### src/rtl/gpgs_pkg.sv
package gpgs_pkg;

	// phase codes
	localparam logic [2:0] PH_ALIGN1   = 3'd0;
	localparam logic [2:0] PH_APPROACH = 3'd1;
	localparam logic [2:0] PH_ALIGN2   = 3'd2;
	localparam logic [2:0] PH_SURGE    = 3'd3;
	localparam logic [2:0] PH_DONE     = 3'd4;

	// configuration register indexes
	localparam logic [1:0] REG_YAW_LIMIT   = 2'd0;
	localparam logic [1:0] REG_SURGE_SPEED = 2'd1;
	localparam logic [1:0] REG_DEPTH_SP    = 2'd2;

	// the divisor is never below 128, so the quotient of (mag << 13) stays below 2^22
	localparam int DIV_STEPS = 22;
	localparam int DIV_CNT_W = $clog2(DIV_STEPS);

	localparam logic [15:0] MIN_DIST       = 16'd128;
	localparam logic [15:0] CLOSE_DIST     = 16'd384;
	localparam logic signed [15:0] TH_ALIGN1 = 16'sd410;
	localparam logic signed [15:0] TH_ALIGN2 = 16'sd328;
	localparam logic [2:0] CONFIRM_FRAMES  = 3'd5;
	localparam logic [4:0] MISS_LIMIT      = 5'd30;
	localparam logic signed [16:0] PI_Q     = 17'sd25736;
	localparam logic signed [16:0] TWO_PI_Q = 17'sd51472;
	localparam logic [12:0] SIXTENTHS_Q    = 13'd4915;

	typedef logic [DIV_STEPS-1:0] quo_t;

endpackage

### src/rtl/gpgs_div.sv
module gpgs_div (
	input  logic            clk,
	input  logic            arst_n,
	input  logic            start,
	input  logic [15:0]     mag,
	input  logic [15:0]     den,
	output logic            done,
	output gpgs_pkg::quo_t  quo
);
	import gpgs_pkg::*;

	logic [15:0]          rem_q;
	logic [15:0]          den_q;
	logic [DIV_STEPS-1:0] num_q;
	quo_t                 quo_q;
	logic [DIV_CNT_W-1:0] cnt_q;
	logic                 busy_q;
	logic                 done_q;

	logic [16:0] shifted;
	logic [17:0] diff;
	logic        ge;

	always_comb begin
		shifted = {rem_q, num_q[DIV_STEPS-1]};
		diff    = {1'b0, shifted} - {2'b00, den_q};
		ge      = ~diff[17];
	end

	always_ff @(posedge clk or negedge arst_n) begin
		if (!arst_n) begin
			busy_q <= 1'b0;
			done_q <= 1'b0;
			cnt_q  <= '0;
		end else begin
			done_q <= 1'b0;
			if (start) begin
				busy_q <= 1'b1;
				cnt_q  <= '0;
			end else if (busy_q) begin
				cnt_q <= cnt_q + 1'b1;
				if (cnt_q == DIV_CNT_W'(DIV_STEPS - 1)) begin
					busy_q <= 1'b0;
					done_q <= 1'b1;
				end
			end
		end
	end

	// restoring division, one quotient bit a cycle; the top numerator bits
	// alone stay below the divisor, so they preload the remainder
	always_ff @(posedge clk) begin
		if (start) begin
			rem_q <= {9'd0, mag[15:9]};
			num_q <= {mag[8:0], 13'd0};
			den_q <= den;
			quo_q <= '0;
		end else if (busy_q) begin
			rem_q <= ge ? diff[15:0] : shifted[15:0];
			num_q <= {num_q[DIV_STEPS-2:0], 1'b0};
			quo_q <= {quo_q[DIV_STEPS-2:0], ge};
		end
	end

	assign done = done_q;
	assign quo  = quo_q;

endmodule

### src/rtl/gate_pass_guidance_sequencer.sv
// Gate-pass guidance sequencer.
// Input stream s_*: one word per camera frame or start command. s_tuser is op
// (0 start, 1 frame); s_tdata carries seen, obj_x, obj_dist, cur_yaw.
// Output stream m_*: exactly one command word per input word, carrying yaw,
// surge and depth commands, a command-valid flag, done and the phase.
// Configuration: cfg_we writes cfg_data to register cfg_idx (0 yaw_limit,
// 1 surge_speed, 2 depth_setpoint) in the same cycle; write only while idle.
// Flow: every word runs the serial divider for the normalized offset, one
// quotient bit per cycle. No new word is taken before the last one has left
// the finishing step for the output register; s_tready is high only while no
// word is in the divider or the finishing step.
// The command sits in an output register, so the next word is accepted while
// it waits; if m_tready stays low, the following word holds in the finishing
// step until the register frees.
// Reset clears the phase sequence, the filter and the output valid, and
// loads the registers with yaw_limit 4096, surge_speed 4096, depth 256.
module gate_pass_guidance_sequencer (
	input  logic        clk,
	input  logic        arst_n,
	input  logic        cfg_we,
	input  logic [1:0]  cfg_idx,
	input  logic [15:0] cfg_data,
	input  logic        s_tvalid,
	output logic        s_tready,
	input  logic [55:0] s_tdata,   // seen[0], obj_x[16:1], obj_dist[32:17], cur_yaw[48:33]
	input  logic        s_tuser,   // op
	output logic        m_tvalid,
	input  logic        m_tready,
	output logic [55:0] m_tdata    // yaw_cmd[15:0], surge_cmd[30:16], depth_cmd[46:31],
	                               // cmd_valid[47], done_res[48], phase_now[51:49]
);
	import gpgs_pkg::*;

	localparam logic [1:0] ST_IDLE = 2'd0;
	localparam logic [1:0] ST_DIV  = 2'd1;
	localparam logic [1:0] ST_FIN  = 2'd2;

	logic [1:0] state_q;

	logic [14:0] yaw_limit_q;
	logic [14:0] surge_speed_q;
	logic [15:0] depth_sp_q;

	logic [2:0]         phase_q;
	logic [2:0]         align_cnt_q;
	logic [4:0]         lost_cnt_q;
	logic signed [15:0] held_q;
	logic signed [15:0] smooth_q;

	logic               op_q;
	logic               seen_q;
	logic signed [15:0] x_q;
	logic [15:0]        dist_q;
	logic signed [15:0] yaw_q;

	logic        accept;
	logic        div_done;
	quo_t        quo;
	logic [15:0] in_mag;
	logic [15:0] in_den;
	logic        fin_go;

	logic signed [15:0] in_x;
	logic [15:0]        in_dist;

	assign accept   = s_tvalid & s_tready;
	assign s_tready = (state_q == ST_IDLE);
	assign in_x     = s_tdata[16:1];
	assign in_dist  = s_tdata[32:17];
	assign in_mag   = in_x[15] ? 16'(-in_x) : in_x;
	assign in_den   = (in_dist < MIN_DIST) ? MIN_DIST : in_dist;
	assign fin_go   = (state_q == ST_FIN) && (!m_tvalid || m_tready);

	gpgs_div u_div (
		.clk    (clk),
		.arst_n (arst_n),
		.start  (accept),
		.mag    (in_mag),
		.den    (in_den),
		.done   (div_done),
		.quo    (quo)
	);

	// ---- finishing step: norm, filter, phase logic ----
	logic signed [15:0] norm;
	logic signed [15:0] err;
	logic signed [17:0] ema_sum;
	logic signed [15:0] ema_v;
	logic signed [15:0] lim;
	logic signed [15:0] ycmd_ema;
	logic signed [15:0] th;
	logic               centered;
	logic [27:0]        speed_prod;
	logic signed [16:0] yaw_diff;
	logic signed [16:0] yaw_wrap;

	logic [2:0]         phase_d;
	logic [2:0]         align_cnt_d;
	logic [4:0]         lost_cnt_d;
	logic signed [15:0] held_d;
	logic signed [15:0] smooth_d;
	logic [15:0]        ycmd;
	logic [14:0]        scmd;
	logic               valid;
	logic               done;

	always_comb begin
		if (x_q[15])
			norm = (quo > quo_t'(32768)) ? -16'sd32768 : 16'(-quo[15:0]);
		else
			norm = (quo > quo_t'(32767)) ? 16'sd32767 : quo[15:0];
		err = (norm == -16'sd32768) ? 16'sd32767 : -norm;

		ema_sum = {{2{err[15]}}, err} + {{2{smooth_q[15]}}, smooth_q}
			+ {smooth_q[15], smooth_q, 1'b0};
		ema_v = (smooth_q == 16'sd0) ? err : ema_sum[17:2];

		lim = {1'b0, yaw_limit_q};
		if (ema_v > lim)
			ycmd_ema = lim;
		else if (ema_v < -lim)
			ycmd_ema = -lim;
		else
			ycmd_ema = ema_v;

		th       = (phase_q == PH_ALIGN1) ? TH_ALIGN1 : TH_ALIGN2;
		centered = (norm < th) && (norm > -th);

		speed_prod = surge_speed_q * SIXTENTHS_Q;

		yaw_diff = {held_q[15], held_q} - {yaw_q[15], yaw_q};
		if (yaw_diff > PI_Q)
			yaw_wrap = yaw_diff - TWO_PI_Q;
		else if (yaw_diff < -PI_Q)
			yaw_wrap = yaw_diff + TWO_PI_Q;
		else
			yaw_wrap = yaw_diff;
	end

	always_comb begin
		phase_d     = phase_q;
		align_cnt_d = align_cnt_q;
		lost_cnt_d  = lost_cnt_q;
		held_d      = held_q;
		smooth_d    = smooth_q;
		ycmd        = '0;
		scmd        = '0;
		valid       = 1'b0;
		done        = 1'b0;

		if (!op_q) begin
			phase_d     = PH_ALIGN1;
			align_cnt_d = '0;
			lost_cnt_d  = '0;
			held_d      = '0;
			smooth_d    = '0;
		end else begin
			unique case (phase_q) inside
				PH_ALIGN1, PH_ALIGN2: begin
					if (!seen_q) begin
						valid = 1'b1;
					end else if (centered && (align_cnt_q + 3'd1 >= CONFIRM_FRAMES)) begin
						align_cnt_d = '0;
						if (phase_q == PH_ALIGN1) begin
							phase_d  = PH_APPROACH;
							smooth_d = '0;
						end else begin
							held_d     = yaw_q;
							phase_d    = PH_SURGE;
							lost_cnt_d = '0;
							valid      = 1'b1;
							scmd       = surge_speed_q;
						end
					end else begin
						align_cnt_d = centered ? align_cnt_q + 3'd1 : 3'd0;
						smooth_d    = ema_v;
						ycmd        = ycmd_ema;
						valid       = 1'b1;
					end
				end
				PH_APPROACH: begin
					valid = 1'b1;
					if (!seen_q) begin
						scmd = {1'b0, surge_speed_q[14:1]};
					end else if (dist_q <= CLOSE_DIST) begin
						phase_d     = PH_ALIGN2;
						align_cnt_d = '0;
						smooth_d    = '0;
					end else begin
						smooth_d = ema_v;
						ycmd     = ycmd_ema;
						scmd     = speed_prod[27:13];
					end
				end
				PH_SURGE: begin
					valid = 1'b1;
					if (!seen_q) begin
						if (lost_cnt_q + 5'd1 >= MISS_LIMIT) begin
							phase_d    = PH_DONE;
							lost_cnt_d = '0;
							done       = 1'b1;
						end else begin
							lost_cnt_d = lost_cnt_q + 5'd1;
						end
					end else begin
						lost_cnt_d = '0;
					end
					if (!done) begin
						ycmd = yaw_wrap[15:0];
						scmd = surge_speed_q;
					end
				end
				default: begin
					phase_d = PH_DONE;
					done    = 1'b1;
				end
			endcase
		end
	end

	// ---- control ----
	always_ff @(posedge clk or negedge arst_n) begin
		if (!arst_n) begin
			state_q <= ST_IDLE;
		end else begin
			unique case (state_q)
				ST_IDLE: if (accept) state_q <= ST_DIV;
				ST_DIV:  if (div_done) state_q <= ST_FIN;
				ST_FIN:  if (fin_go) state_q <= ST_IDLE;
				default: state_q <= ST_IDLE;
			endcase
		end
	end

	always_ff @(posedge clk or negedge arst_n) begin
		if (!arst_n) begin
			yaw_limit_q   <= 15'd4096;
			surge_speed_q <= 15'd4096;
			depth_sp_q    <= 16'd256;
		end else if (cfg_we) begin
			unique case (cfg_idx)
				REG_YAW_LIMIT:   yaw_limit_q   <= cfg_data[14:0];
				REG_SURGE_SPEED: surge_speed_q <= cfg_data[14:0];
				REG_DEPTH_SP:    depth_sp_q    <= cfg_data;
				default: ;
			endcase
		end
	end

	always_ff @(posedge clk or negedge arst_n) begin
		if (!arst_n) begin
			phase_q     <= PH_ALIGN1;
			align_cnt_q <= '0;
			lost_cnt_q  <= '0;
			held_q      <= '0;
			smooth_q    <= '0;
		end else if (fin_go) begin
			phase_q     <= phase_d;
			align_cnt_q <= align_cnt_d;
			lost_cnt_q  <= lost_cnt_d;
			held_q      <= held_d;
			smooth_q    <= smooth_d;
		end
	end

	// hold the input word for the finishing step
	always_ff @(posedge clk) begin
		if (accept) begin
			op_q   <= s_tuser;
			seen_q <= s_tdata[0];
			x_q    <= in_x;
			dist_q <= in_dist;
			yaw_q  <= s_tdata[48:33];
		end
	end

	always_ff @(posedge clk or negedge arst_n) begin
		if (!arst_n)
			m_tvalid <= 1'b0;
		else if (fin_go)
			m_tvalid <= 1'b1;
		else if (m_tready)
			m_tvalid <= 1'b0;
	end

	always_ff @(posedge clk) begin
		if (fin_go)
			m_tdata <= {4'd0, phase_d, done, valid, (valid ? depth_sp_q : 16'd0), scmd, ycmd};
	end

	// ---- checks ----
	a_phase_range: assert property (@(posedge clk) disable iff (!arst_n)
		phase_q <= PH_DONE)
		else $error("phase register out of range");

	a_done_phase: assert property (@(posedge clk) disable iff (!arst_n)
		m_tvalid && m_tdata[48] |-> m_tdata[51:49] == PH_DONE)
		else $error("done reported outside the done phase");

	a_div_when_busy: assert property (@(posedge clk) disable iff (!arst_n)
		div_done |-> state_q == ST_DIV)
		else $error("divider finished outside the divide state");

	a_accept_blocks: assert property (@(posedge clk) disable iff (!arst_n)
		accept |=> !s_tready)
		else $error("ready stayed high after a word was taken");

endmodule
### config.mk
export PLATFORM = sky130hd
export DESIGN_NAME = gate_pass_guidance_sequencer
export DESIGN_NICKNAME = d
export VERILOG_FILES = /design/src/rtl/gpgs_pkg.sv /design/src/rtl/gpgs_div.sv /design/src/rtl/gate_pass_guidance_sequencer.sv
export SDC_FILE = /design/constraint.sdc
export NUM_CORES = 1
export LEC_CHECK = 0
export ABC_AREA = 1
export BUFFER_PORTS_ARGS = -buffer_cell sky130_fd_sc_hd__buf_4
export CELL_PAD_IN_SITES_DETAIL_PLACEMENT = 0
export CELL_PAD_IN_SITES_GLOBAL_PLACEMENT = 2
export CORE_ASPECT_RATIO = 1.1
export CORE_MARGIN = 3
export CORE_UTILIZATION = 30
export CTS_CLUSTER_SIZE = 8
export DETAILED_ROUTE_END_ITERATION = 10
export GPL_TIMING_DRIVEN = 0
export PLACE_DENSITY = 0.73
export SLEW_MARGIN = 0
export SYNTH_ARGS = -nofsm -noshare
export SYNTH_HDL_FRONTEND = slang
export SYNTH_SLANG_ARGS = --single-unit
export TNS_END_PERCENT = 30
### constraint.sdc
create_clock -name clk -period 13.3 [get_ports clk]
set_clock_uncertainty 0.1 [all_clocks]
set_input_delay 1.33 -clock clk [delete_from_list [all_inputs] [get_ports clk]]
set_output_delay 1.33 -clock clk [all_outputs]
set_load 0.02 [all_outputs]
## Word level (Yosys, flattened, before mapping)

Cells that the tools add are included.
Widths: inputs -> output; s select.

| cells by class | value |
|---|---|
| add/sub/neg operators | 14 |
| $mul | 1 |
| div/mod/pow operators | 0 |
| $lt $le $gt $ge | 12 |
| eq/ne operators | 24 |
| shift operators | 0 |
| mux-type cells | 88 |
| bitwise operators | 2 |
| reduce and logical (&&, ||, !) cells | 22 |

Operator list:

| cell | count |
|---|---|
| $mux 16 | 27 |
| $mux 15 | 6 |
| $neg 16->16 | 3 |
| $pmux 16 s3 | 1 |
| $pmux 15 s3 | 1 |
| $mux 22 | 2 |
| $mux 5 | 8 |
| $mux 3 | 13 |
| $gt 16x16->1 | 2 |
| $pmux 16 s2 | 1 |
| $mul 15x13->28 const B | 1 |
| $gt 22x15->1 const B | 1 |
| $gt 22x16->1 const B | 1 |
| $reduce_and 5->1 | 4 |
| $add 17x17->18 | 1 |
| $sub 17x16->18 | 1 |
| $add 16x16->17 | 1 |
| $gt 17x16->1 const B | 1 |
| $lt 17x16->1 const B | 1 |
| $sub 16x16->17 | 1 |
| $add 16x15->16 const B | 1 |
| $eq 16x16->1 const B | 1 |
| $le 16x9->1 const B | 1 |
| $logic_not 16->1 | 1 |
| other kinds (42) | 82 |

| storage, ports and cells | value |
|---|---|
| register bits after elaboration | 264 |
| latch bits | 0 |
| RAM bits | 0 |
| bits in read-only memories | 0 |
| input port bits | 80 |
| output and inout port bits | 58 |
| word-level logic and storage cells | 189 |
| memories kept | 0 |

## Depth between registers and ports, before layout

Gate-level depths: netlist of the first run.

| depth | value |
|---|---|
| word-level depth | 14 |
| gate-level depth with buffers | 46 |
| gate-level depth less buffers | 45 |

## Hierarchy

Synthesis of the first run repeated with hierarchy kept, for this count alone.

| unflattened totals | value |
|---|---|
| cells, all modules | 2,556 |
| area, all modules | 19,975.4 µm² |

Modules (own cells, without submodules):

| module | times used | cells an instance | area each (µm²) | sequential area each (µm²) |
|---|---|---|---|---|
| gate_pass_guidance_sequencer | 1 | 2,091 | 16,274.4 | 4,918.5 |
| gpgs_div | 1 | 465 | 3,701.0 | 1,756.7 |

## Worst setup path after synthesis of the first run

Ideal clock, no wire load.

| timing path | value |
|---|---|
| kind | register -> register |
| start | reg u_div.quo_q[0], in the netlist u_div.quo[0] |
| end | reg m_tdata[8] (data pin) |
| library setup time | 0.270 ns |
| data arrival time | 6.033 ns |
| data required time | 12.930 ns |
| setup slack | 6.896 ns |
| stages on the path, launching flop included | 46 |
| buffers on the path | 3 |
| period minus slack after synthesis | 6.404 ns |
| path through | dfxtp_1 inv_1 ha_1 nand2_1 nor2_4 nand3_2 nand2_4 buf_6 nand3_1 nand2_1 nor2_1 nand2_2 nor2_8 nand2_2 buf_2 o21ai_0 fa_1 inv_1 [10 not listed] ha_1 a21oi_1 o21ai_0 o21ai_0 nand2_1 a21oi_1 o21bai_1 o21ai_0 inv_1 nand2_2 nand3_1 nand2_1 nand2_2 buf_6 nand2_1 nand3_1 nand3_1 a21oi_1 |

| on the way | value |
|---|---|
| longest elaborated chain between the ends | 14 |
| elaborated cells between the ends (all ways) | 25 |
| those cells by class | 4 x add/sub; 6 x order compare; 1 x eq/ne; 12 x mux; 2 x reduce/logical |

Ends and longest elaborated chain:

| what | line | source |
|---|---|---|
| from (decl) | gpgs_div.sv:15 | `quo_t quo_q;` |
| from (signal assigned) | gpgs_div.sv:61 | `quo_q <= {quo_q[DIV_STEPS-2:0], ge};` |
| $gt 22x15->1, or another cell as far along | gate_pass_guidance_sequencer.sv:111 | `norm = (quo > quo_t'(32767)) ? 16'sd32767 : quo[15:0];` |
| $mux 16 (on tied branches) | gate_pass_guidance_sequencer.sv:111, gate_pass_guidance_sequencer.sv:109 |  |
| $mux 16 (*) | gate_pass_guidance_sequencer.sv:108 | `if (x_q[15])` |
| $neg 16->16 / $eq 16x16->1 (equally long branches) | gate_pass_guidance_sequencer.sv:112 | `err = (norm == -16'sd32768) ? 16'sd32767 : -norm;` |
| $mux 16 | gate_pass_guidance_sequencer.sv:112 |  |
| $add 16x16->17 | gate_pass_guidance_sequencer.sv:114 | `ema_sum = {{2{err[15]}}, err} + {{2{smooth_q[15]}}, smooth_q}` |
| $add 17x17->18 | gate_pass_guidance_sequencer.sv:115 | `+ {smooth_q[15], smooth_q, 1'b0};` |
| $mux 16 | gate_pass_guidance_sequencer.sv:116 | `ema_v = (smooth_q == 16'sd0) ? err : ema_sum[17:2];` |
| $lt 16x16->1 | gate_pass_guidance_sequencer.sv:121 | `else if (ema_v < -lim)` |
| $mux 16 | gate_pass_guidance_sequencer.sv:121 |  |
| $mux 16 | gate_pass_guidance_sequencer.sv:119 | `if (ema_v > lim)` |
| $mux 16 (on tied branches) | gate_pass_guidance_sequencer.sv:185, gate_pass_guidance_sequencer.sv:162 |  |
| $mux 16 (on tied branches) | gate_pass_guidance_sequencer.sv:183, gate_pass_guidance_sequencer.sv:160 |  |
| $pmux 16 s3 (*) | gate_pass_guidance_sequencer.sv:158 | `unique case (phase_q) inside` |
| to (signal assigned) | gate_pass_guidance_sequencer.sv:288 | `m_tdata <= {4'd0, phase_d, done, valid, (valid ? depth_sp_q : 16'd0), scmd, ycmd};` |
| to (decl) | gate_pass_guidance_sequencer.sv:29 | `output logic [55:0] m_tdata` |

Every way passes the cells marked *; elsewhere a longest branch is shown, timed or not.
A chain may end at the register's enable or synchronous reset.

## Worst setup path after layout of the first run

| timing path | value |
|---|---|
| start | reg u_div.quo_q[0], in the netlist u_div.quo[0] |
| end | reg m_tdata[9] (data pin) |

Same word-level chain as after synthesis.

==> results.tsv, run 1 <==
metric	value	unit
crit-path max cell delay	0.57	ns
Via Count	16570	
drt first pass iters	7	
Total Wirelength	57340	µm
worst hold stages	1	
first-pass GRT wire length	90870	µm
Worst setup SP type	flop	
clock buffer depth	3	
Mapped Cells	2431	
Tot GR Track Use	16.69	%
Final min period	7.964	ns
reg2reg start	u_div.quo[0]$_SDFFE_PP0P_	
clock sink count	249	
Buffers on Ports	126	
Initial Util	30.48	%
register area	6675	µm²
most area-consuming cells after synthesis	edfxtp_1, dfrtp_1, ha_1	
DRC violations left	0	
Critical Path End	m_tdata[9]$_SDFFCE_PN0P_	
Final Core Density	35.53	%
HP Class	reg2reg	
vias per cell	4.769	
CTS tree	built	
num rows	97	
post-route ant nets	0	
crit-path max FO	10	
placer's final routability congestion estimate	0.8601	
share of post-route cells with drive strength above 1	9.840	%
Slew @ Worst Pin	1.452	ns
Fmax achieved	125.6	MHz
die width	249.1	µm
critical path required time	13.46	ns
Mean Syn Cell Area	8.020	µm²
vias in the first global route	16800	
final hold vios	0	
post-synthesis sequential area ratio	34.24	%
final non-filler cell area	22730	µm²
Final Max Tran Viols	0	
Buffers & Inverters on Critical Path	5	
maxcap violations	1	
Initial DRC Count	774	
post-synth top area cell	edfxtp_1	
grt ovf	0	
Layout Nets	2937	
synth unique cells	67	
status	finished with violations	
failing checks	capacitance limit	
crit path capture type	flop	
H-tree levels	2	
FF+latch count, synth	249	
WP depth	44	
CTS clock-pin slew for the worst setup and hold paths	0.05	ns
Num CTS Buffers	38	
post-synth top area share	18.33	%
Arr. time, crit path	8.12	ns
Die Area	68090	µm²
Resized cells post-CTS	0	
FILL cells	6664	
Post-Syn Area	19500	µm²
RSZ-0062 raised after global routing	false	
Die Y	273.4	µm
Area Overhead vs Synth	16.56	%
R2R setup slack	5.34	ns
critical path's most frequent cell	nand2_1	
setup_tns	0	ns
area post-placement	21580	µm²
Largest delay share family, worst path	simple AND/OR/NAND/NOR gates	
crit path launch	u_div.quo[0]$_SDFFE_PP0P_	
largest net degree at the start of global routing	54	
reg2reg path depth	44	
final setup vio count	0	
clock tree root driver cell	clkbuf_16	
DP Wirelength	46590	µm
Avg WL per Cell	16.50	µm
Core ar.	63960	µm²
Slew HR	2.276	%
yosys warns	0	
fin crit share	59.88	%
IO Pins	138	
Worst path slowest cell	fa_1	
kind of critical path	reg2reg	
Post-CTS Setup Bufs	0	
hold_buf cts	0	
multi-input logic area	10900	µm²
antenna violations before repair	4	
worst-skew pair later-pin latency	0.56	ns
Critical R2R Capture	m_tdata[9]$_SDFFCE_PN0P_	
logic make-up after synthesis:
| family | count (synthesis) | synth area share [%] |
|---|---|---|
| AOI/OAI and AO/OA | 477 | 13.89 |
| xor gates and xnor gates | 57 | 2.599 |
| adders and majority gates | 254 | 19.07 |
| buffers and inverters | 493 | 9.915 |
| DFF | 249 | 34.24 |
| other | 1 | 0.01923 |
| and+or+nand+nor | 900 | 20.27 |
sequential cells by signal, summed over array words and instances (netlist names), 2 cells and up:
register,cells
held_q,16
state_q,2
u_div.rem_q,16
smooth_q,16
yaw_q,16
phase_q,3
dist_q,16
lost_cnt_q,5
align_cnt_q,3
m_tdata,52
u_div.cnt_q,5
yaw_limit_q,15
u_div.num_q,9
u_div.quo,22
surge_speed_q,15
u_div.den_q,16
depth_sp_q,16
synthesized netlist by cell type (all sizes together):
| library cell | number |
|---|---|
| a2111oi | 1 |
| a211oi | 3 |
| a21boi | 3 |
| a21o | 6 |
| a21oi | 155 |
| a22oi | 23 |
| a31o | 1 |
| a31oi | 8 |
| a32o | 2 |
| and2 | 4 |
| buf | 24 |
| clkbuf | 43 |
| clkinv | 5 |
| conb | 1 |
| dfrtp | 96 |
| dfstp | 3 |
| dfxtp | 31 |
| edfxtp | 119 |
| fa | 72 |
| ha | 182 |
| inv | 421 |
| nand2 | 485 |
| nand3 | 135 |
| nand3b | 6 |
| nand4 | 36 |
| nor2 | 169 |
| nor3 | 40 |
| nor3b | 3 |
| nor4 | 7 |
| o211ai | 19 |
| o21a | 11 |
| o21ai | 204 |
| o21bai | 8 |
| o221a | 1 |
| o221ai | 1 |
| o22ai | 5 |
| o311ai | 1 |
| o31ai | 22 |
| o32ai | 1 |
| o41ai | 2 |
| or2 | 13 |
| or4 | 2 |
| xnor2 | 14 |
| xor2 | 43 |
layer usage:
layer  global-route usage [%]  vias up  routed length [µm]
met3                    2.822       88                2659
met5                        0        -                  31
met1                    20.79     7769               25150
li1                         -     8377                   -
met4                    5.666        4                1712
met2                    29.30      336               27790
per-stage QoR:
stage / setup slack, ns / hold slack, ns / std cells
after global placement: 5.213 / 0.3616 / 3401
after floorplan: 6.896 / 0.3358 / 2434
after global routing: 4.579 / 0.4055 / 3473
after detailed placement: 5.252 / 0.3663 / 3404
final: 5.336 / 0.3734 / 3475
after CTS: 5.239 / 0.3774 / 3473
cell type report:
cell class / instances / area share (%)
diodes: 2 / 0.02202
flip-flops and latches: 249 / 29.37
inverters: 426 / 7.036
well taps: 841 / 4.630
clock inverters: 3 / 0.1542
plain buffers: 67 / 1.475
clock buffers: 66 / 4.872
repair buffers: 129 / 4.476
multi-input cells: 1692 / 47.96
placed cells by master, fill, tap and decap left out, types with 67 or more instances in the layout:
cell,count
a21oi_1,153
edfxtp_1,119
ha_1,182
buf_4,131
dfrtp_1,96
fa_1,72
o21ai_0,183
nand2_1,472
nor2_1,158
inv_1,414
nand3_1,129
clkbuf_1,67
worst min path at each step:
stage,from,to,slack [ns]
2_1_floorplan,u_div.done$_DFF_PN0_,state_q[0]$_DFFE_PN0P_,0.34
3_3_place_gp,u_div.rem_q[15]$_SDFFE_PP0P_,u_div.rem_q[15]$_SDFFE_PP0P_,0.36
3_5_place_dp,u_div.done$_DFF_PN0_,state_q[0]$_DFFE_PN0P_,0.37
4_1_cts,u_div.done$_DFF_PN0_,state_q[0]$_DFFE_PN0P_,0.38
5_1_grt,held_q[15]$_DFFE_PN0P_,held_q[15]$_DFFE_PN0P_,0.41
6_report,u_div.done$_DFF_PN0_,state_q[0]$_DFFE_PN0P_,0.37
worst register-to-register path: cells and delay by family (launching register included):
kind,cells,cell delay [ns]
flops,1,0.35
compound gates,12,2.27
xor+xnor,1,0.21
fa+ha+maj,4,1.58
buf+inv,5,0.70
simple gates,22,2.48
Power of run 1 is left out: the tool's default activity adds up to more than one toggle a clock period on the data nets, which glitch-free logic cannot reach.
==> run 2, diff against run 1 <==
--- a/config.mk
+++ b/config.mk
@@ -5,7 +5,7 @@
 export SDC_FILE = /design/constraint.sdc
 export NUM_CORES = 1
 export LEC_CHECK = 0
-export ABC_AREA = 1
+export ABC_AREA = 0
 export BUFFER_PORTS_ARGS = -buffer_cell sky130_fd_sc_hd__buf_4
 export CELL_PAD_IN_SITES_DETAIL_PLACEMENT = 0
 export CELL_PAD_IN_SITES_GLOBAL_PLACEMENT = 2
@@ -15,7 +15,7 @@
 export CTS_CLUSTER_SIZE = 8
 export DETAILED_ROUTE_END_ITERATION = 10
 export GPL_TIMING_DRIVEN = 0
-export PLACE_DENSITY = 0.73
+export PLACE_DENSITY = 0.72
 export SLEW_MARGIN = 0
 export SYNTH_ARGS = -nofsm -noshare
 export SYNTH_HDL_FRONTEND = slang
==> constraint.sdc (replaced) <==
create_clock -name clk -period 7.17 [get_ports clk]
set_clock_uncertainty 0.1 [all_clocks]
set_input_delay 0.717 -clock clk [delete_from_list [all_inputs] [get_ports clk]]
set_output_delay 0.717 -clock clk [all_outputs]
set_load 0.02 [all_outputs]
==> results.tsv, run 2 <==
metric	value	unit
post-synth top area cell	edfxtp_1	
XOR/XNOR share of the synthesized area	4.052	%
crit-path max FO	8	
largest family of logic cells by synthesized area	adder cells	
Mean Syn Cell Area	9.390	µm²
reg2reg start	u_div.quo[0]$_SDFFE_PP0P_	
highest-count cells in the layout ignoring fill and taps	inv_1, buf_4, ha_1	
post-route ant nets	0	
critical path required time	7.40	ns
vias in the first global route	16680	
DRC violations left	0	
most common cell after layout, fill and taps aside	inv_1	
final setup vio count	15	
num rows	97	
multiplexer share of the synthesized area	3.918	%
Num CTS Buffers	38	
clock sink count	249	
ANT cells	0	
kind of critical path	reg2reg	
clock tree root driver cell	clkbuf_16	
drt first pass iters	5	
post-synthesis sequential area ratio	33.93	%
Synth Area in Adders	18.90	%
Slew @ Worst Pin	1.285	ns
Slew HR	13.95	%
Worst VDD drop	0.9936	mV
top cells by count, synth	inv_1, ha_1, nand2_1	
maxcap violations	0	
post-synthesis simple-gate area fraction	15.14	%
Layout Nets	2657	
area post-placement	21840	µm²
crit path capture type	flop	
Total Wirelength	59660	µm
FF+latch count, synth	249	
status	finished with violations	
reg2reg path depth	34	
FILL cells	6538	
post-synth top area share	18.17	%
multi-input logic area	12480	µm²
Final min period	7.656	ns
most area-consuming cells after synthesis	edfxtp_1, dfrtp_1, ha_1	
Tot GR Track Use	17.00	%
worst-skew pair later-pin latency	0.55	ns
failing checks	hold timing, setup timing	
post-layout worst setup margin	-0.4861	ns
WHS	-0.0001266	ns
Fmax achieved	130.6	MHz
Die Y	274.6	µm
Arr. time, crit path	7.89	ns
H-tree levels	2	
Core ar.	64320	µm²
yosys warns	0	
crit path launch	u_div.quo[0]$_SDFFE_PP0P_	
ys flop type	edfxtp_1	
first-pass GRT wire length	93470	µm
die width	250.2	µm
Critical Path End	m_tdata[3]$_SDFFCE_PN0P_	
post-synthesis async set-or-reset flop share	39.76	%
DP Wirelength	46180	µm
setup_tns	-5.685	ns
antenna violations before repair	0	
HP Class	in2async	
Die Area	68680	µm²
hold_buf cts	0	
Via Count	16350	
placer's final routability congestion estimate	0.8728	
Critical R2R Capture	m_tdata[3]$_SDFFCE_PN0P_	
Area Overhead vs Synth	23.02	%
Worst setup SP type	flop	
Final Max Tran Viols	0	
EDFF count, synth	119	
crit-path max cell delay	0.53	ns
Mapped Cells	2095	
Buffers on Ports	126	
Initial Util	30.58	%
CTS tree	built	
PD cells	541.2	nW/µm²
Leak	10.50	nW
clock buffer depth	3	
fin crit share	106.8	%
RSZ-0062 raised after global routing	true	
R2R setup slack	-0.49	ns
Worst path slowest cell	or4b_4	
Initial DRC Count	749	
final hold vios	1	
Avg WL per Cell	18.68	µm
CTS clock-pin slew for the worst setup and hold paths	0.05	ns
synth unique cells	91	
largest net degree at the start of global routing	100	
IO Pins	138	
Biggest register	m_tdata	
Post-Syn Area	19670	µm²
share of post-route cells with drive strength above 1	19.38	%
register area	6680	µm²
max reg flops	52	
vias per cell	5.119	
grt ovf	0	
most common cell in the netlist	inv_1	
final non-filler cell area	24200	µm²
Synth Area in Compound Gates	17.43	%
==> run 2: worst min-delay path by stage <==
stage / to
final: depth_sp_q[15]$_DFFE_PN0P_
after global routing: depth_sp_q[15]$_DFFE_PN0P_
after CTS: yaw_q[8]$_DFFE_PP_
after detailed placement: state_q[0]$_DFFE_PN0P_
after global placement: state_q[0]$_DFFE_PN0P_
after floorplan: align_cnt_q[0]$_DFFE_PN0P_
==> run 2: final cells by class <==
cell class	count	share of cell area [%]
repair buffers	192	6.334
multi-input cells	1524	51.57
clock buffers	66	4.581
flip-flops and latches	249	27.60
inverters	234	3.702
plain buffers	84	1.696
clock inverters	4	0.1603
well taps	841	4.348
==> run 2: per-stage QoR <==
| step | util, % | total power (W) | worst slack [ns] | std cells |
|---|---|---|---|---|
| after floorplan | - | 0.008110 | 0.01482 | 2098 |
| after global placement | 33.91 | 0.01031 | -2.222 | 3065 |
| after detailed placement | 33.95 | 0.01035 | -2.250 | 3066 |
| after CTS | 37.08 | 0.01290 | -0.4666 | 3177 |
| after global routing | 37.62 | 0.01439 | -0.7092 | 3194 |
| final | 37.62 | 0.01310 | -0.4861 | 3194 |
==> run 2: cells by family after synthesis <==
| family | Yosys count |
|---|---|
| multiplexers | 72 |
| AO/OA/AOI/OAI | 505 |
| buffers and inverters | 326 |
| AND/OR/NAND/NOR | 597 |
| other | 1 |
| flip-flops | 249 |
| adder cells (fa/ha/maj) | 254 |
| XOR/XNOR | 91 |
==> run 2: worst max-delay path, delay by kind of cell (launching register included) <==
family,cells,cell delay [ns]
muxes,2,0.36
buffers and inverters,6,0.70
adders and majority gates,4,1.17
AOI/OAI and AO/OA,13,2.36
and+or+nand+nor,9,2.36
DFF,1,0.38
==> run 2: repair_timing <==
item / 4_1_cts / 5_1_grt
setup endpoints to repair: 16 / 16
pin swaps: 52 / 35
gates resized for setup: 120 / 43
gates cloned: 3 / 0
setup buffers: 45 / 17
==> run 2: power by group <==
group	total (W)	leakage (nW)	switching, W	internal (W)
logic	0.00927	7.34	0.00523	0.00404
clock network	0.00173	0.552	0.000681	0.00105
registers	0.00210	2.61	0.000264	0.00184
total	0.0131	10.5	0.00617	0.00692
==> run 2: layer usage <==
| metal | vias to the layer above | GRT usage (%) | wire [µm] |
|---|---|---|---|
| li1 | 7931 | - | - |
| met1 | 8022 | 21.75 | 26130 |
| met2 | 316 | 29.96 | 29440 |
| met3 | 80 | 2.609 | 2523 |
| met4 | 0 | 4.479 | 1575 |
| met5 | - | 0 | 0 |
No activity file was read; power rests on OpenSTA's default activity.
==> run 3, diff against run 2 <==
--- a/config.mk
+++ b/config.mk
@@ -6,16 +6,16 @@
 export NUM_CORES = 1
 export LEC_CHECK = 0
 export ABC_AREA = 0
-export BUFFER_PORTS_ARGS = -buffer_cell sky130_fd_sc_hd__buf_4
 export CELL_PAD_IN_SITES_DETAIL_PLACEMENT = 0
 export CELL_PAD_IN_SITES_GLOBAL_PLACEMENT = 2
-export CORE_ASPECT_RATIO = 1.1
 export CORE_MARGIN = 3
 export CORE_UTILIZATION = 30
 export CTS_CLUSTER_SIZE = 8
 export DETAILED_ROUTE_END_ITERATION = 10
+export DONT_BUFFER_PORTS = 1
+export GPL_ROUTABILITY_DRIVEN = 0
 export GPL_TIMING_DRIVEN = 0
-export PLACE_DENSITY = 0.72
+export PLACE_DENSITY = 0.69
 export SLEW_MARGIN = 0
 export SYNTH_ARGS = -nofsm -noshare
 export SYNTH_HDL_FRONTEND = slang
==> results.tsv, run 3 (same netlist as run 2, synthesis figures left out) <==
metric	value	unit
Core ar.	64700	µm²
Leak	9.954	nW
max reg flops	52	
RSZ-0062 raised after global routing	true	
Tot GR Track Use	16.69	%
vias per cell	5.104	
Largest delay share family, worst path	compound AO/OA/AOI/OAI gates	
grt ovf	0	
reg2reg start	u_div.quo[1]$_SDFFE_PP0P_	
Critical R2R Capture	m_tdata[5]$_SDFFCE_PN0P_	
Die Area	68680	µm²
first-pass GRT wire length	90690	µm
CTS clock-pin slew for the worst setup and hold paths	0.05	ns
worst-skew pair later-pin latency	0.54	ns
reg2reg path depth	31	
critical path required time	7.34	ns
DRC violations left	0	
HP Class	in2async	
Buffers on Ports	0	
crit-path max FO	7	
highest-count cells in the layout ignoring fill and taps	inv_1, ha_1, nand2_1	
overall power	0.01286	W
Worst VDD drop	0.4359	mV
area post-placement	20910	µm²
Layout Nets	2536	
Critical Path End	m_tdata[5]$_SDFFCE_PN0P_	
crit-path max cell delay	0.60	ns
crit path launch	u_div.quo[1]$_SDFFE_PP0P_	
Buffers & Inverters on Critical Path	5	
WHS	-0.005975	ns
Arr. time, crit path	7.47	ns
post-layout worst setup margin	-0.1325	ns
Final min period	7.302	ns
post-route ant nets	0	
final setup vio count	13	
IO Pins	138	
Initial DRC Count	920	
maxcap violations	0	
num rows	93	
vias in the first global route	15880	
status	finished with violations	
WP depth	31	
Area Overhead vs Synth	18.95	%
Biggest register	m_tdata	
final hold vios	3	
Final Core Density	36.17	%
grt met2 use	28.89	%
Total Wirelength	58020	µm
clock buffer depth	3	
Global Route met3 Usage	2.477	%
CTS tree	built	
Slew @ Worst Pin	1.024	ns
Inst Count DP	2954	
Final Max Tran Viols	0	
Avg WL per Cell	18.78	µm
Via Count	15770	
antenna violations before repair	4	
largest net degree at the start of global routing	100	
Num CTS Buffers	38	
Die Y	262.1	µm
clock tree root driver cell	clkbuf_16	
Fmax achieved	136.9	MHz
H-tree levels	2	
crit path capture type	flop	
die width	262.1	µm
clock sink count	249	
FILL cells	6650	
busiest grt layer	met2	
Slew HR	31.18	%
R2R setup slack	-0.13	ns
fin crit share	101.8	%
Worst setup SP type	flop	
DP Wirelength	44650	µm
most common cell after layout, fill and taps aside	inv_1	
PD cells	549.7	nW/µm²
GRT met1 Usage	21.68	%
final non-filler cell area	23400	µm²
Initial Util	30.41	%
kind of critical path	reg2reg	
non-filler cells, final	3089	
failing checks	hold timing, setup timing	
drt first pass iters	5	
share of post-route cells with drive strength above 1	15.55	%
Worst path slowest cell	fa_1	
## run 3: power breakdown
part	total (W)	leakage [nW]	internal [W]	switching, W
registers	0.00210	2.61	0.00184	0.000266
clock network	0.00176	0.559	0.00108	0.000673
logic	0.00900	6.78	0.00404	0.00496
## run 3: cell type report
type                    instances  area, µm²  share of cell area, %
clock inverters                 4      66.31                 0.2834
repair buffers                 74      623.1                  2.663
flip-flops and latches        249       6680                  28.55
multi-input cells            1524      12550                  53.64
inverters                     234      893.4                  3.818
diodes                          2      5.005                0.02139
well taps                     855       1070                  4.572
plain buffers                  81      401.6                  1.716
clock buffers                  66       1109                  4.738
## run 3: repair_timing
action                                 CTS  global route
gates resized for setup                113            68
gates cloned                             3             0
pin swaps                               54            56
endpoints found under the hold margin   99             0
setup endpoints to repair               16            16
hold buffers                             1             0
setup buffers                           46            25
## run 3: metrics by stage
stage / TNS (ns) / setup slack [ns]
6_report: -0.9827 / -0.1325
5_1_grt: -4.970 / -0.3891
4_1_cts: -2.888 / -0.2404
3_5_place_dp: -24.91 / -1.794
3_3_place_gp: -24.52 / -1.776
2_1_floorplan: 0 / 0.01482
## run 3: how the worst min path moves through the flow
stage / start / to / slack, ns
after detailed placement: arst_n / depth_sp_q[12]$_DFFE_PN0P_ / 0.32
after floorplan: arst_n / align_cnt_q[0]$_DFFE_PN0P_ / 0.32
after global routing: arst_n / depth_sp_q[15]$_DFFE_PN0P_ / 0.02
final: arst_n / depth_sp_q[15]$_DFFE_PN0P_ / -0.006
after global placement: arst_n / depth_sp_q[15]$_DFFE_PN0P_ / 0.32
after CTS: arst_n / depth_sp_q[15]$_DFFE_PN0P_ / 0.01
## run 3: metal layers
| layer | share of wire, % | up-vias | routed length, µm |
|---|---|---|---|
| met3 | 3.9 | 80 | 2268 |
| met4 | 2.4 | 4 | 1420 |
| met1 | 45 | 7687 | 26150 |
| li1 | - | 7678 | - |
| met2 | 49 | 318 | 28140 |
| met5 | 0.057 | - | 33 |
